<file path="src/hw/rtl/lavm_pkg.sv">
`default_nettype none
package lavm_pkg;

    typedef logic signed [31:0] word_t;
    typedef logic signed [63:0] wide_t;
    typedef logic [2:0][31:0]   vec3_t;

    // Data that rides along the normalizer next to the vector being normalized.
    typedef struct packed {
        vec3_t eye;
        vec3_t wup;
        vec3_t fw;
        logic  ok;
    } side_t;

    typedef struct packed {
        word_t ax;
        word_t ay;
        word_t az;
        word_t tr;
    } row_t;

    typedef struct packed {
        row_t rt;
        row_t up;
        row_t fw;
        logic ok;
    } frame_t;

    typedef struct packed {
        logic [63:0] s;
        logic [63:0] res;
    } sqrt_st_t;

    typedef struct packed {
        logic [32:0] rem;
        logic [31:0] low;
        logic [31:0] q;
    } div_st_t;

    localparam int SQRT_STAGES = 16;   // two root bits per stage
    localparam int DIV_STAGES  = 16;   // two quotient bits per stage
    localparam int SQRT_TOP    = 62;

    localparam logic [5:0]  NORM_MSB = 6'd30;
    localparam logic [63:0] RND30    = 64'd1 << 29;

    localparam logic [1:0] ROW_RIGHT = 2'd0;
    localparam logic [1:0] ROW_UP    = 2'd1;
    localparam logic [1:0] ROW_FWD   = 2'd2;

    function automatic logic [63:0] sqrt_bit(input int idx);
        return 64'd1 << (SQRT_TOP - 2 * idx);
    endfunction

    // One step of the digit-by-digit integer square root.
    function automatic sqrt_st_t sqrt_step(input sqrt_st_t st, input logic [63:0] b);
        sqrt_st_t    o;
        logic [63:0] t;
        o = st;
        t = st.res + b;
        if (st.s >= t)
        begin
            o.s   = st.s - t;
            o.res = (st.res >> 1) + b;
        end
        else
        begin
            o.res = st.res >> 1;
        end
        return o;
    endfunction

    // One step of restoring division, quotient MSB first.
    function automatic div_st_t div_step(input div_st_t st, input logic [31:0] len);
        div_st_t     o;
        logic [32:0] r;
        logic        qb;
        r     = {st.rem[31:0], st.low[31]};
        o.low = {st.low[30:0], 1'b0};
        qb    = 1'b0;
        if (r >= {1'b0, len})
        begin
            r  = r - {1'b0, len};
            qb = 1'b1;
        end
        o.rem = r;
        o.q   = {st.q[30:0], qb};
        return o;
    endfunction

endpackage
`default_nettype wire

</file>
<file path="src/hw/rtl/lavm_rsp_if.sv">
`default_nettype none
interface lavm_rsp_if;
    logic               valid;
    logic               ready;
    logic [1:0]         row_index;
    logic signed [31:0] axis_x;
    logic signed [31:0] axis_y;
    logic signed [31:0] axis_z;
    logic signed [31:0] translation;
    logic               last_row;
    logic               degenerate;

    modport source (
        output valid, row_index, axis_x, axis_y, axis_z, translation, last_row, degenerate,
        input  ready
    );
    modport sink (
        input  valid, row_index, axis_x, axis_y, axis_z, translation, last_row, degenerate,
        output ready
    );
endinterface
`default_nettype wire

</file>
<file path="src/hw/rtl/lavm_row_ser.sv">
`default_nettype none
// Holds one finished frame and sends its rows right, up, forward.
module lavm_row_ser
    import lavm_pkg::*;
(
    input  wire logic   clk,
    input  wire logic   rst_n,
    input  wire logic   in_valid,
    input  wire frame_t in_frame,
    output logic        load,
    lavm_rsp_if.source  result
);

    logic       valid_reg;
    logic [1:0] row_reg;
    frame_t     frame_reg;
    row_t       sel;

    assign load = !valid_reg || (row_reg == ROW_FWD && result.ready);

    always_ff @(posedge clk or negedge rst_n)
    begin
        if (!rst_n)
        begin
            valid_reg <= 1'b0;
            row_reg   <= ROW_RIGHT;
        end
        else if (in_valid && load)
        begin
            valid_reg <= 1'b1;
            row_reg   <= ROW_RIGHT;
        end
        else if (valid_reg && result.ready)
        begin
            if (row_reg == ROW_FWD)
            begin
                valid_reg <= 1'b0;
            end
            else
            begin
                row_reg <= row_reg + 2'd1;
            end
        end
    end

    always_ff @(posedge clk)
    begin
        if (in_valid && load)
        begin
            frame_reg <= in_frame;
        end
    end

    always_comb
    begin
        case (row_reg)
            ROW_RIGHT: sel = frame_reg.rt;
            ROW_UP:    sel = frame_reg.up;
            default:   sel = frame_reg.fw;
        endcase
        result.valid       = valid_reg;
        result.row_index   = row_reg;
        result.axis_x      = frame_reg.ok ? sel.ax : '0;
        result.axis_y      = frame_reg.ok ? sel.ay : '0;
        result.axis_z      = frame_reg.ok ? sel.az : '0;
        result.translation = frame_reg.ok ? sel.tr : '0;
        result.last_row    = (row_reg == ROW_FWD);
        result.degenerate  = !frame_reg.ok;
    end

endmodule
`default_nettype wire

</file>
<file path="src/flat_wrapper.sv">
// flat-port wrapper written by rule: the top's interface ports become plain ports
module lavm_row_ser_flat import lavm_pkg::*;
  (clk, rst_n, in_valid, in_frame, load, result_valid, result_row_index, result_axis_x, result_axis_y, result_axis_z, result_translation, result_last_row, result_degenerate, result_ready);
  lavm_rsp_if result_i ();
  input  wire logic clk;
  input  wire logic rst_n;
  input  wire logic in_valid;
  input  wire frame_t in_frame;
  output logic load;
  output wire logic [$bits(result_i.valid)-1:0] result_valid;
  output wire logic [$bits(result_i.row_index)-1:0] result_row_index;
  output wire logic [$bits(result_i.axis_x)-1:0] result_axis_x;
  output wire logic [$bits(result_i.axis_y)-1:0] result_axis_y;
  output wire logic [$bits(result_i.axis_z)-1:0] result_axis_z;
  output wire logic [$bits(result_i.translation)-1:0] result_translation;
  output wire logic [$bits(result_i.last_row)-1:0] result_last_row;
  output wire logic [$bits(result_i.degenerate)-1:0] result_degenerate;
  input wire logic [$bits(result_i.ready)-1:0] result_ready;
  assign result_valid = result_i.valid;
  assign result_row_index = result_i.row_index;
  assign result_axis_x = result_i.axis_x;
  assign result_axis_y = result_i.axis_y;
  assign result_axis_z = result_i.axis_z;
  assign result_translation = result_i.translation;
  assign result_last_row = result_i.last_row;
  assign result_degenerate = result_i.degenerate;
  assign result_i.ready = result_ready;
  lavm_row_ser u_core (.clk(clk), .rst_n(rst_n), .in_valid(in_valid), .in_frame(in_frame), .load(load), .result(result_i));
endmodule
</file>
<file path="config.mk">
export PLATFORM = sky130hd
export DESIGN_NAME = lavm_row_ser_flat
export DESIGN_NICKNAME = d
export VERILOG_FILES = /design/src/hw/rtl/lavm_pkg.sv /design/src/hw/rtl/lavm_rsp_if.sv /design/src/hw/rtl/lavm_row_ser.sv /design/src/flat_wrapper.sv
export SDC_FILE = /design/constraint.sdc
export NUM_CORES = 1
export LEC_CHECK = 0
export ABC_AREA = 1
export BUFFER_PORTS_ARGS = -buffer_cell sky130_fd_sc_hd__buf_2
export CAP_MARGIN = 20
export CORE_AREA = 2 2 202 204
export DETAILED_ROUTE_END_ITERATION = 10
export DIE_AREA = 0 0 204 206
export REMOVE_ABC_BUFFERS = 1
export SYNTH_ARGS = -nofsm -noshare
export SYNTH_HDL_FRONTEND = slang
export SYNTH_SLANG_ARGS = --single-unit
</file>
<file path="constraint.sdc">
create_clock -name clk -period 21.1 [get_ports clk]
set_input_delay 4.22 -clock clk [delete_from_list [all_inputs] [get_ports clk]]
set_output_delay 4.22 -clock clk [all_outputs]
set_load 0.02 [all_outputs]
</file>
## Word-level counts from Yosys, hierarchy flattened

Index checks and enable logic that the tools add are counted.
Widths: inputs -> output; s select.

- Reductions and logical operators: 11
- Multipliers: 0
- Add/subtract/negate cells: 1
- Divide/modulo/power cells: 0
- Bitwise gates (word level): 0
- Order comparisons: 0
- Shift operators: 0
- Mux-type cells: 11
- Eq/ne operators: 3

Operators by type and width:

| kind | count |
|---|---|
| $pmux 128 s2 | 1 |
| $mux 32 | 4 |
| $mux 2 | 3 |
| $reduce_and 2->1 | 2 |
| $reduce_bool 2->1 | 2 |
| $logic_and 1x1->1 | 3 |
| $mux 1 | 3 |
| $add 2x1->2 const B | 1 |
| $eq 2x1->1 const B | 1 |
| $eq 2x2->1 const B | 1 |
| $logic_not 1->1 | 2 |
| $logic_not 2->1 | 1 |
| $ne 2x1->1 const B | 1 |
| $logic_or 1x1->1 | 1 |

- Memory bits (writable): 0
- Register bits after elaboration: 388
- Latch bits: 0
- Memories kept: 0
- Word-level logic and storage cells: 41
- Bits in read-only memories: 0
- Output and inout bits: 134

## Depth between registers and ports, before layout

Gate-level depths: netlist (run 1).

- Word-level depth: 6
- Gate-level depth with buffers: 8

## Least setup slack after synthesis (run 1)

OpenSTA, ideal clock, no wires.

- Kind: input-to-reg
- Start: input port result_ready
- End: register u_core.frame_reg[0] (netlist name), enable pin
- Arrival: 20.373 ns
- Cell stages on the path: 4
- Slack: -0.416 ns
- Setup time: 1.143 ns
- Required time: 19.957 ns
- Cell sequence: inv_1 -> nand2_1 -> nand2_1 -> nor2_1

- Longest elaborated chain between the ends: 3

Ends and longest elaborated chain:

| element | RTL line | RTL |
|---|---|---|
| from (decl) | flat_wrapper.sv:18 | `input wire logic [$bits(result_i.ready)-1:0] result_ready;` |
| $logic_and 1x1->1 | lavm_row_ser.sv:19 | `assign load = !valid_reg \|\| (row_reg == ROW_FWD && result.ready);` |
| $logic_or 1x1->1 | lavm_row_ser.sv:19 |  |
| $logic_and 1x1->1 | lavm_row_ser.sv:48 | `if (in_valid && load)` |
| to (signal assigned) | lavm_row_ser.sv:50 | `frame_reg <= in_frame;` |
| to (decl) | lavm_row_ser.sv:16 | `frame_t frame_reg;` |

No other way between the ends.
A chain may end at the register's enable or synchronous reset.

## Worst setup path after layout (run 1)

- Start: input port result_ready
- End: output port load

- Longest elaborated chain between the ends: 2

Ends and longest elaborated chain:

| element | RTL line | RTL |
|---|---|---|
| $logic_and 1x1->1 | lavm_row_ser.sv:19 |  |
| $logic_or 1x1->1 | lavm_row_ser.sv:19 |  |
| to (decl) | flat_wrapper.sv:9 | `output logic load;` |

No other way between the ends.

==> out/metrics.yaml, run 1 <==
numClockSinks: 388
yosys.area.top_type: "edfxtp_1"
cts_root_buf: "clkbuf_16"
setup_viol: 0
die_x_um: 204
synth.avg_cell_area_um2: 13.25
ff2ff_path_depth: 9
yosys_warnings: 0
timing.final.crit_share_pct: 42.82
start_util_pct: 36.56
r2r-end: "u_core.frame_reg[120]"
ys_async_sr_fraction_pct: 0.7732
post-route-drc-count: 0
clk_latency_ns: 0.56
numCtsBuffers: 43
cts.clk_slew.worst_paths_ns: 0.05
io_pins: 523
yosysUniqueCellTypes: 11
drive_above_1_share_pct: 35.56
startpoint_type: "input pin"
yosysMostFrequentCell: "nand2_1"
synth_edf_count: 385
status: "complete, no violations"
pwr-share-comb_pct: 31.9
grt_first_pass_wirelength_um: 56250
fin_crit_ns: 9.035
hold_buffers: 0
grt_usage_pct: 17.69
wl_per_cell_um: 17.72
fillCellCount: 3725
die_h_um: 206
gr-total-overflow: 0
ant_nets: 0
crit_path_end_kind: "primary output"
switching_share_pct: 35.23
place_congestion: 0.7971
switchingPower_uw: 860.8
dp_hpwl_um: 25740
startpoint: "result_ready"
ys_ff_latch: 388
coreArea_um2: 40180
fin_nets: 2024
dr.pass1.iters: 5
numPlacedInstances: 2119
max_cap_viol_count: 0
cts-htree-levels: 2
grt_max_degree: 88
worst_slack_ns: 12.07
slew_headroom_pct: 29.82
synth_cells: 1109
ir_worst_vdd_v: 0.00009912
synth_flop_cell: "edfxtp_1"
finalHoldViolCount: 0
multi_input_area_um2: 2696
critPathArrivalTime_ns: 4.81
fin_skew_ns: 0.01622
crit_path_max_fanout: 2
fmax_ghz: 0.1107
routed_wl_um: 38980
ys_seq_area_share_pct: 79.20
crit_required_ns: 16.88
area_growth_syn_to_layout_pct: 29.60
rows: 74
clockPowerShare_pct: 28.6
internal_power_mw: 1.582
ys_top_cells_by_count: "396 x nand2_1, 385 x edfxtp_1, 131 x nor2_1"
endpoint: "load"
stdcell_count: 2200
rsz0062_at_grt: "false"
postCtsSetupBuffers: 0
port_buffers: 522
cts_buffer_depth: 3
cts_tree: "yes"
p_seq_share_pct: 39.5
first_iter_violations: 615
largest_register_ffs: 385
p_leak_nw: 8.014
tightest_slew_ns: 1.053
place_ws_ns: 12.07
seq_area_um2: 11640
die_area_um2: 42020
syn-cell-area_um2: 14690
yosys.area.top_type_share_pct: 78.69
via_count: 10144
antenna_found_initial: 12
reg2reg_from: "u_core.result.row_index[0]"
crit_type: "input pin to primary output"
hold_path.class: "register to register"
via_per_inst: 4.611
powerDensity_nw_per_um2: 128.3
ctsResizeCount: 0
ys_top_cells_by_area: "edfxtp_1 79%, nand2_1 10%, a21oi_1 4.4%"
first_global_vias: 10109
final_max_slew_viol_count: 0
rrSetupSlack_ns: 16.88
## power by group through the flow
stage / clock (mW) / sequential, mW / combinational, mW
floorplan: 0 / 1.04 / 0.509
global placement: 0 / 0.978 / 0.781
detailed placement: 0 / 0.981 / 0.788
CTS: 0.719 / 0.965 / 0.791
global route: 0.749 / 0.971 / 0.861
finish: 0.700 / 0.965 / 0.779
## layout by cell type (no fill, tap or decap)
| cell | Yosys | layout |
|---|---|---|
| buf_4 | 13 | 12 |
| nor2_4 | 0 | 2 |
| inv_4 | 0 | 1 |
| ha_1 | 3 | 1 |
| inv_1 | 7 | 6 |
| ha_4 | 0 | 2 |
| diode_2 | 0 | 9 |
| clkbuf_1 | 12 | 17 |
| inv_6 | 0 | 1 |
| clkbuf_16 | 0 | 45 |
| buf_2 | 19 | 522 |
| clkinv_2 | 0 | 3 |
| nand2_1 | 396 | 396 |
| clkinv_1 | 0 | 4 |
| a21oi_1 | 128 | 128 |
| dfrtp_1 | 3 | 3 |
| bufinv_16 | 0 | 2 |
| edfxtp_1 | 385 | 385 |
| nor2_1 | 131 | 129 |
## layer usage
| layer | up-vias | track usage (%) | part of all wire [%] |
|---|---|---|---|
| met3 | 86 | 6.102 | 8.7 |
| met4 | 8 | 8.178 | 3.5 |
| met1 | 4749 | 20.54 | 38 |
| met2 | 425 | 29.59 | 50 |
| li1 | 4876 | - | - |
| met5 | - | 0 | 0.12 |
## worst min path at each step
stage / startpoint / end / slack (ns) / cells past startpoint
finish: u_core.result.row_index[1] / u_core.result.row_index[1] / 0.55 / 2
detailed placement: u_core.result.row_index[1] / u_core.result.row_index[1] / 0.53 / 2
global placement: u_core.result.row_index[1] / u_core.result.row_index[1] / 0.50 / 2
global route: u_core.result.row_index[1] / u_core.result.row_index[1] / 0.59 / 2
floorplan: u_core.result.row_index[1] / u_core.result.row_index[1] / 0.61 / 2
CTS: u_core.result.row_index[1] / u_core.result.row_index[1] / 0.55 / 2
## cell type report
cell class	count	share of cell area, %
flip-flops and latches	388	61.11
repair buffers	534	14.19
multi-input cells	658	14.16
clock inverters	10	0.5191
well taps	532	3.496
inverters	7	0.1511
diodes	9	0.1183
clock buffers	62	6.249
## worst max-delay path, stage by stage
cell and delay [ns]:
buf_2 0.09, inv_1 0.07, nand2_1 0.07, nand2_1 0.13, inv_1 0.08, buf_2 0.16
## cell families (layout without fill, tap and decap cells)
kind of cell / after synthesis / count (layout) / synth area share (%)
AND/OR/NAND/NOR: 527 / 527 / 13.46
flip-flops: 388 / 388 / 79.20
adder cells (fa/ha/maj): 3 / 3 / 0.2555
AO/OA/AOI/OAI: 128 / 128 / 4.360
buffers and inverters: 63 / 613 / 2.717
other: 0 / 9 / 0
## stage by stage
step	power, mW	utilization [%]	cell area [um2]	setup TNS, ns	hold WS, ns
detailed placement	1.768	44.12	17730	0	0.5285
global placement	1.758	44.12	17730	0	0.5032
global route	2.581	47.37	19040	0	0.5899
finish	2.443	47.38	19040	0	0.5519
CTS	2.475	47.33	19020	0	0.5471
floorplan	1.546	-	14320	-160.17	0.6132
No activity file was read; power rests on OpenSTA's default activity.
==> run 2: changes to the inputs <==
- CORE_AREA: 2 2 202 204 -> 2 2 201 203
- DIE_AREA: 0 0 204 206 -> 0 0 203 205
- PLACE_DENSITY: not set -> 0.65
- clock period: 21.1 -> 8.15 ns (I/O delays scaled with it)
==> run 2 against run 1 <==
Effect of this change: sequential power grew to 2.6 times the previous value; via count is 0.39% higher; final area hardly changed; largest cell class unchanged; critical path depth is 2 higher; total power grew to 2.6 times the previous value; largest power group unchanged; die area is 0.97% lower; clock power grew to 2.6 times the previous value; clock skew is 0.0064 ns lower; cell count is 0.14% lower; flip-flop and latch count stayed put; clock-buffer cell count is 8 lower; highest routed layer unchanged.
==> out/metrics.yaml, run 2 (same netlist as run 1, synthesis figures left out) <==
port_buffers: 522  # unchanged
io_pins: 523  # unchanged
numCtsBuffers: 41  # -4.7%
first_iter_violations: 644  # +4.7%
max_cap_viol_count: 0  # unchanged
rsz0062_at_grt: "false"
grt_usage_pct: 18.11  # +0.42 points
cts_buffer_depth: 3  # unchanged
gr-total-overflow: 0  # unchanged
crit_type: "register to primary output"
fin_nets: 2019  # -0.25%
place_congestion: 0.8221  # +3.1%
p_leak_nw: 7.998  # -0.20%
largest_register_ffs: 385  # unchanged
crit_required_ns: 6.52  # -10.36 ns
hold_buffers: 0  # unchanged
area_growth_syn_to_layout_pct: 29.57  # about the same
grt_first_pass_wirelength_um: 57200  # +1.7%
cts_root_buf: "clkbuf_16"
numClockSinks: 388  # unchanged
endpoint: "result_axis_x[19]"
cts.clk_slew.worst_paths_ns: 0.06  # about the same
first_global_vias: 10333  # +2.2%
tightest_slew_ns: 1.126  # +0.07337 ns
timing.final.crit_share_pct: 63.41
crit_path_end_kind: "primary output"
antenna_found_initial: 21  # +9
hold_path.class: "register to register"
cts-htree-levels: 2  # unchanged
numPlacedInstances: 2109  # -0.47%
ff2ff_path_depth: 7  # -2
critPathArrivalTime_ns: 3.54  # -1.27 ns
fin_skew_ns: 0.009871  # -0.006354 ns
start_util_pct: 37.32  # +0.76 points
via_count: 10184  # +0.39%
fillCellCount: 3577  # -4.0%
crit_path_max_fanout: 66  # +64
die_area_um2: 41620  # -0.97%
powerDensity_nw_per_um2: 330.6  # +160%
clk_latency_ns: 0.55  # about the same
status: "complete, no violations"
dr.pass1.iters: 5  # unchanged
post-route-drc-count: 0  # unchanged
coreArea_um2: 39370  # -2.0%
final_max_slew_viol_count: 0  # unchanged
die_x_um: 203  # -0.49%
finalHoldViolCount: 0  # unchanged
ant_nets: 0  # unchanged
via_per_inst: 4.635  # +0.53%
whs_ns: 0.5355  # -0.01631 ns
startpoint: "u_core.result.row_index[0]"
use_met3_pct: 5.838  # -0.26 points
r2r-end: "u_core.frame_reg[245]"
fin_crit_ns: 5.168
rrSetupSlack_ns: 5.38  # -11.50 ns
reg2reg_from: "u_core.result.row_index[0]"
dp_hpwl_um: 25690  # -0.21%
busiest_layer: "met2"
utilization_pct: 48.36  # +0.97 points
met2_usage_pct: 30.86  # +1.3 points
routed_wl_um: 38910  # -0.19%
die_h_um: 205  # -0.49%
ir_worst_vdd_v: 0.0002858  # +190%
mostFrequentLayoutCell: "buf_2"
stdcell_count: 2197  # -0.14%
fmax_ghz: 0.1935
wl_per_cell_um: 17.71  # about the same
final_cell_mix: "522 x buf_2, 396 x nand2_1, 385 x edfxtp_1"
ctsResizeCount: 0  # unchanged
drive_above_1_share_pct: 35.47  # -0.095 points
setup_viol: 0  # unchanged
cts_tree: "yes"
startpoint_type: "register"
slew_headroom_pct: 24.93  # -4.9 points
grt_max_degree: 188  # +110%
grtUsageMet1_pct: 21.20  # +0.66 points
postCtsSetupBuffers: 0  # unchanged
rows: 73  # -1.4%
-- run 2: through the flow --
step	setup TNS, ns	cell area, um2	setup WS [ns]	total power, mW
finish	0	19040	2.982	6.293
global route	0	19030	2.757	6.662
CTS	0	18990	2.902	6.378
detailed placement	0	17720	3.522	4.571
global placement	0	17720	3.563	4.542
floorplan	-4181.94	14320	-10.78	4.003
-- run 2: worst max-delay path, stage by stage, from the launching register on --
cell	delay [ns]
dfrtp_1	0.44
inv_1	0.14
ha_4	0.19
nor2_4	0.07
buf_4	0.66
buf_4	0.77
a21oi_1	0.16
nor2_1	0.25
buf_2	0.23
-- run 2: routing by layer --
metal	wire length (um)	vias up
met3	3250	80
met1	14760	4811
met5	56	-
li1	-	4878
met4	1127	10
met2	19720	405
-- run 2: worst min path at each step --
| stage | from | to | slack (ns) | cells past startpoint |
|---|---|---|---|---|
| 6_report | u_core.result.row_index[1] | u_core.result.row_index[1] | 0.54 | 2 |
| 5_1_grt | u_core.result.row_index[1] | u_core.result.row_index[1] | 0.59 | 2 |
| 4_1_cts | u_core.result.row_index[1] | u_core.result.row_index[1] | 0.54 | 2 |
| 3_5_place_dp | u_core.result.row_index[1] | u_core.result.row_index[1] | 0.52 | 2 |
| 3_3_place_gp | u_core.result.row_index[1] | u_core.result.row_index[1] | 0.50 | 2 |
| 2_1_floorplan | u_core.result.row_index[1] | u_core.result.row_index[1] | 0.61 | 2 |
-- run 2: final cells by class --
class / instances / area, um2 / area share [%]
Multi-Input combinational cell: 658 / 2696 / 14.16
Clock inverter: 17 / 152.6 / 0.8019
Timing Repair Buffer: 531 / 2705 / 14.21
Antenna cell: 17 / 42.54 / 0.2235
Inverter: 7 / 28.78 / 0.1512
Clock buffer: 54 / 1117 / 5.870
Tap cell: 525 / 656.9 / 3.451
Sequential cell: 388 / 11640 / 61.13
-- run 2: where the power goes --
| group | internal (mW) | total (mW) | switching (mW) |
|---|---|---|---|
| clock | 1.05 | 1.79 | 0.735 |
| combinational | 0.580 | 2.00 | 1.42 |
| sequential | 2.45 | 2.50 | 0.0542 |
==> run 3: changes to the inputs <==
- ABC_AREA: 1 -> 0
- CORE_AREA: 2 2 201 203 -> 2 2 202 204
- DIE_AREA: 0 0 203 205 -> 0 0 204 206
- PLACE_DENSITY: 0.65 -> not set
- clock period: 8.15 -> 4.9 ns (I/O delays scaled with it)
==> run 3 against run 2 <==
Effect of this change: worst setup slack worse by 1.8 ns; via count is 5.8% lower; global-route usage is 0.27 points lower; area after synthesis is 2.5% lower; clock skew is 0.0028 ns lower; sequential power is 71% higher; clock-buffer cell count stayed put.
==> out/metrics.yaml, run 3 <==
status: "complete, no violations"
numClockSinks: 388  # unchanged
rsz0062_at_grt: "false"
cts-htree-levels: 2  # unchanged
max_cap_viol_count: 0  # unchanged
mostFrequentLayoutCell: "buf_2"
ys_async_sr_fraction_pct: 0.7732  # unchanged
path_cells: "inv_1 > ha_4 > buf_12 > a22oi_1 > a21oi_1 > buf_2"
grt_max_degree: 74  # -61%
port_buffers: 522  # unchanged
fin_crit_ns: 3.734
area_growth_syn_to_layout_pct: 30.79
hold_buffers: 0  # unchanged
hold_path.class: "input pin to async pin"
grtUsageMet1_pct: 21.61  # +0.41 points
cts_root_buf: "clkbuf_16"
final_cell_mix: "522 x buf_2, 385 x edfxtp_1, 130 x nand2_1"
crit_required_ns: 3.92  # -2.60 ns
dp_hpwl_um: 27220  # +6.0%
synth_flop_cell: "edfxtp_1"
finalHoldViolCount: 0  # unchanged
fillCellCount: 3615  # +1.1%
synth.avg_cell_area_um2: 16.91  # +28%
numCtsBuffers: 41  # unchanged
ys_top_cells_by_count: "385 x edfxtp_1, 130 x nand2_1, 129 x a21oi_1"
fin_nets: 1773  # -12%
crit_type: "register to primary output"
syn-cell-area_um2: 14320  # -2.5%
crit_slowest_cell: "ha_4"
die_h_um: 206  # +0.49%
postCtsSetupBuffers: 0  # unchanged
crit_family: "buffers and inverters"
grt_usage_pct: 17.84  # -0.27 points
fin_skew_ns: 0.007024  # -0.002847 ns
max_stage_delay_ns: 0.66  # -0.11 ns
rows: 74  # +1.4%
place_ws_ns: 1.661  # -1.861 ns
multi_input_area_um2: 2227  # -17%
grt_first_pass_wirelength_um: 56480  # -1.3%
numPlacedInstances: 1870  # -11%
startpoint_type: "register"
antenna_found_initial: 10  # -52%
p_leak_nw: 7.281  # -9.0%
first_global_vias: 9667  # -6.4%
yosys.area.top_type_share_pct: 80.72  # +2.0 points
gr-total-overflow: 0  # unchanged
first_iter_violations: 632  # -1.9%
die_area_um2: 42020  # +0.98%
crit_path_end_kind: "primary output"
start_util_pct: 35.64  # -1.7 points
clk_latency_ns: 0.54  # about the same
yosys_warnings: 0  # unchanged
cts.clk_slew.worst_paths_ns: 0.06  # about the same
via_count: 9593  # -5.8%
seq_area_um2: 11640  # unchanged
worst_slack_ns: 1.166  # -1.816 ns
place_congestion: 0.8611  # +4.7%
ir_worst_vdd_v: 0.0003635  # +27%
busiest_layer: "met2"
final_max_slew_viol_count: 0  # unchanged
ctsResizeCount: 0  # unchanged
yosysUniqueCellTypes: 19  # +8
utilization_pct: 46.62  # -1.7 points
drive_above_1_share_pct: 42.87  # +7.4 points
synth_cells: 847  # -24%
io_pins: 523  # unchanged
use_met3_pct: 5.503  # -0.34 points
via_per_inst: 4.919  # +6.1%
synth_edf_count: 385  # unchanged
slew_headroom_pct: 37.42  # +12 points
coreArea_um2: 40180  # +2.1%
met2_usage_pct: 29.65  # -1.2 points
die_x_um: 204  # +0.49%
ys_ff_latch: 388  # unchanged
cts_buffer_depth: 3  # unchanged
dr.pass1.iters: 5  # unchanged
wl_per_cell_um: 20.35  # +15%
critPathBufInv: 3  # -1
crit_path_max_fanout: 49  # -26%
post-route-drc-count: 0  # unchanged
powerDensity_nw_per_um2: 568.6  # +72%
tightest_slew_ns: 0.9387  # -0.1873 ns
setup_viol: 0  # unchanged
largest_register_ffs: 385  # unchanged
stdcell_count: 1950  # -11%
routed_wl_um: 39680  # +2.0%
fmax_ghz: 0.2678
yosysMostFrequentCell: "edfxtp_1"
ant_nets: 0  # unchanged
yosys.area.top_type: "edfxtp_1"
ys_seq_area_share_pct: 81.24  # +2.0 points
cts_tree: "yes"
ys_top_cells_by_area: "edfxtp_1 81%, a22oi_1 6.7%, a21oi_1 4.5%"
critPathArrivalTime_ns: 2.75  # -0.79 ns
timing.final.crit_share_pct: 76.20
## run 3: cell count changes after synthesis, moves of 3 or more
cell	before	now
buf_6	12	4
nor2_1	131	0
a22oi_1	0	128
nand2_1	396	130
buf_4	13	20
clkbuf_1	12	3
inv_1	7	4
buf_12	0	8
## run 3: kinds of logic after synthesis
family                     after synthesis  synth area share (%)
buffers and inverters                   60                 3.398
DFF                                    388                 81.24
adders and majority gates                3                0.2621
and+or+nand+nor                        135                 3.687
AOI/OAI and AO/OA                      261                 11.41
## run 3: path summary, 6_finish.rpt
| kind | cells after the start | to | slack, ns | from |
|---|---|---|---|---|
| max | 6 | result_axis_x[3] | 1.17 | u_core.result.row_index[1] |
| min | 1 | u_core.result.row_index[0] | 0.23 | rst_n |
| max reg2reg | 6 | u_core.frame_reg[222] | 2.18 | u_core.result.row_index[0] |
| min reg2reg | 1 | u_core.result.row_index[1] | 0.58 | u_core.result.row_index[1] |
| max in group asynchronous | 1 | u_core.result.valid | 4.57 | rst_n |
| min in group clk | 1 | u_core.result.row_index[1] | 0.58 | u_core.result.row_index[1] |
## run 3: report_power, final
part / total [mW] / internal (mW) / switching (mW)
clock network: 2.98 / 1.76 / 1.22
logic: 3.39 / 1.08 / 2.31
registers: 4.28 / 4.16 / 0.119
total: 10.7 / 7.01 / 3.64
## run 3: final cells by class
type | count | area share [%]
inverter | 4 | 0.09351
antenna | 9 | 0.1202
tap | 532 | 3.553
multi-input combinational | 399 | 11.89
clock buffer | 54 | 5.791
clock inverter | 17 | 0.9551
sequential | 388 | 62.12
timing repair buffer | 547 | 15.48
## run 3: metrics by stage
stage	setup TNS, ns	hold slack (ns)	cell area [um2]	total power, mW
finish	0	0.2278	18730	10.65
global placement	0	0.5477	17450	7.742
floorplan	-2334.27	0.6672	13850	6.577
CTS	0	0.1898	18710	10.79
detailed placement	0	0.5645	17450	7.787
global route	0	0.1965	18720	11.15
## run 3: per-layer routing
layer | share of wire [%] | vias up | routed length, um
met2 | 49 | 423 | 19520
met4 | 2.7 | 10 | 1081
li1 | - | 4380 | -
met1 | 39 | 4706 | 15410
met3 | 9.1 | 74 | 3608
met5 | 0.16 | - | 63
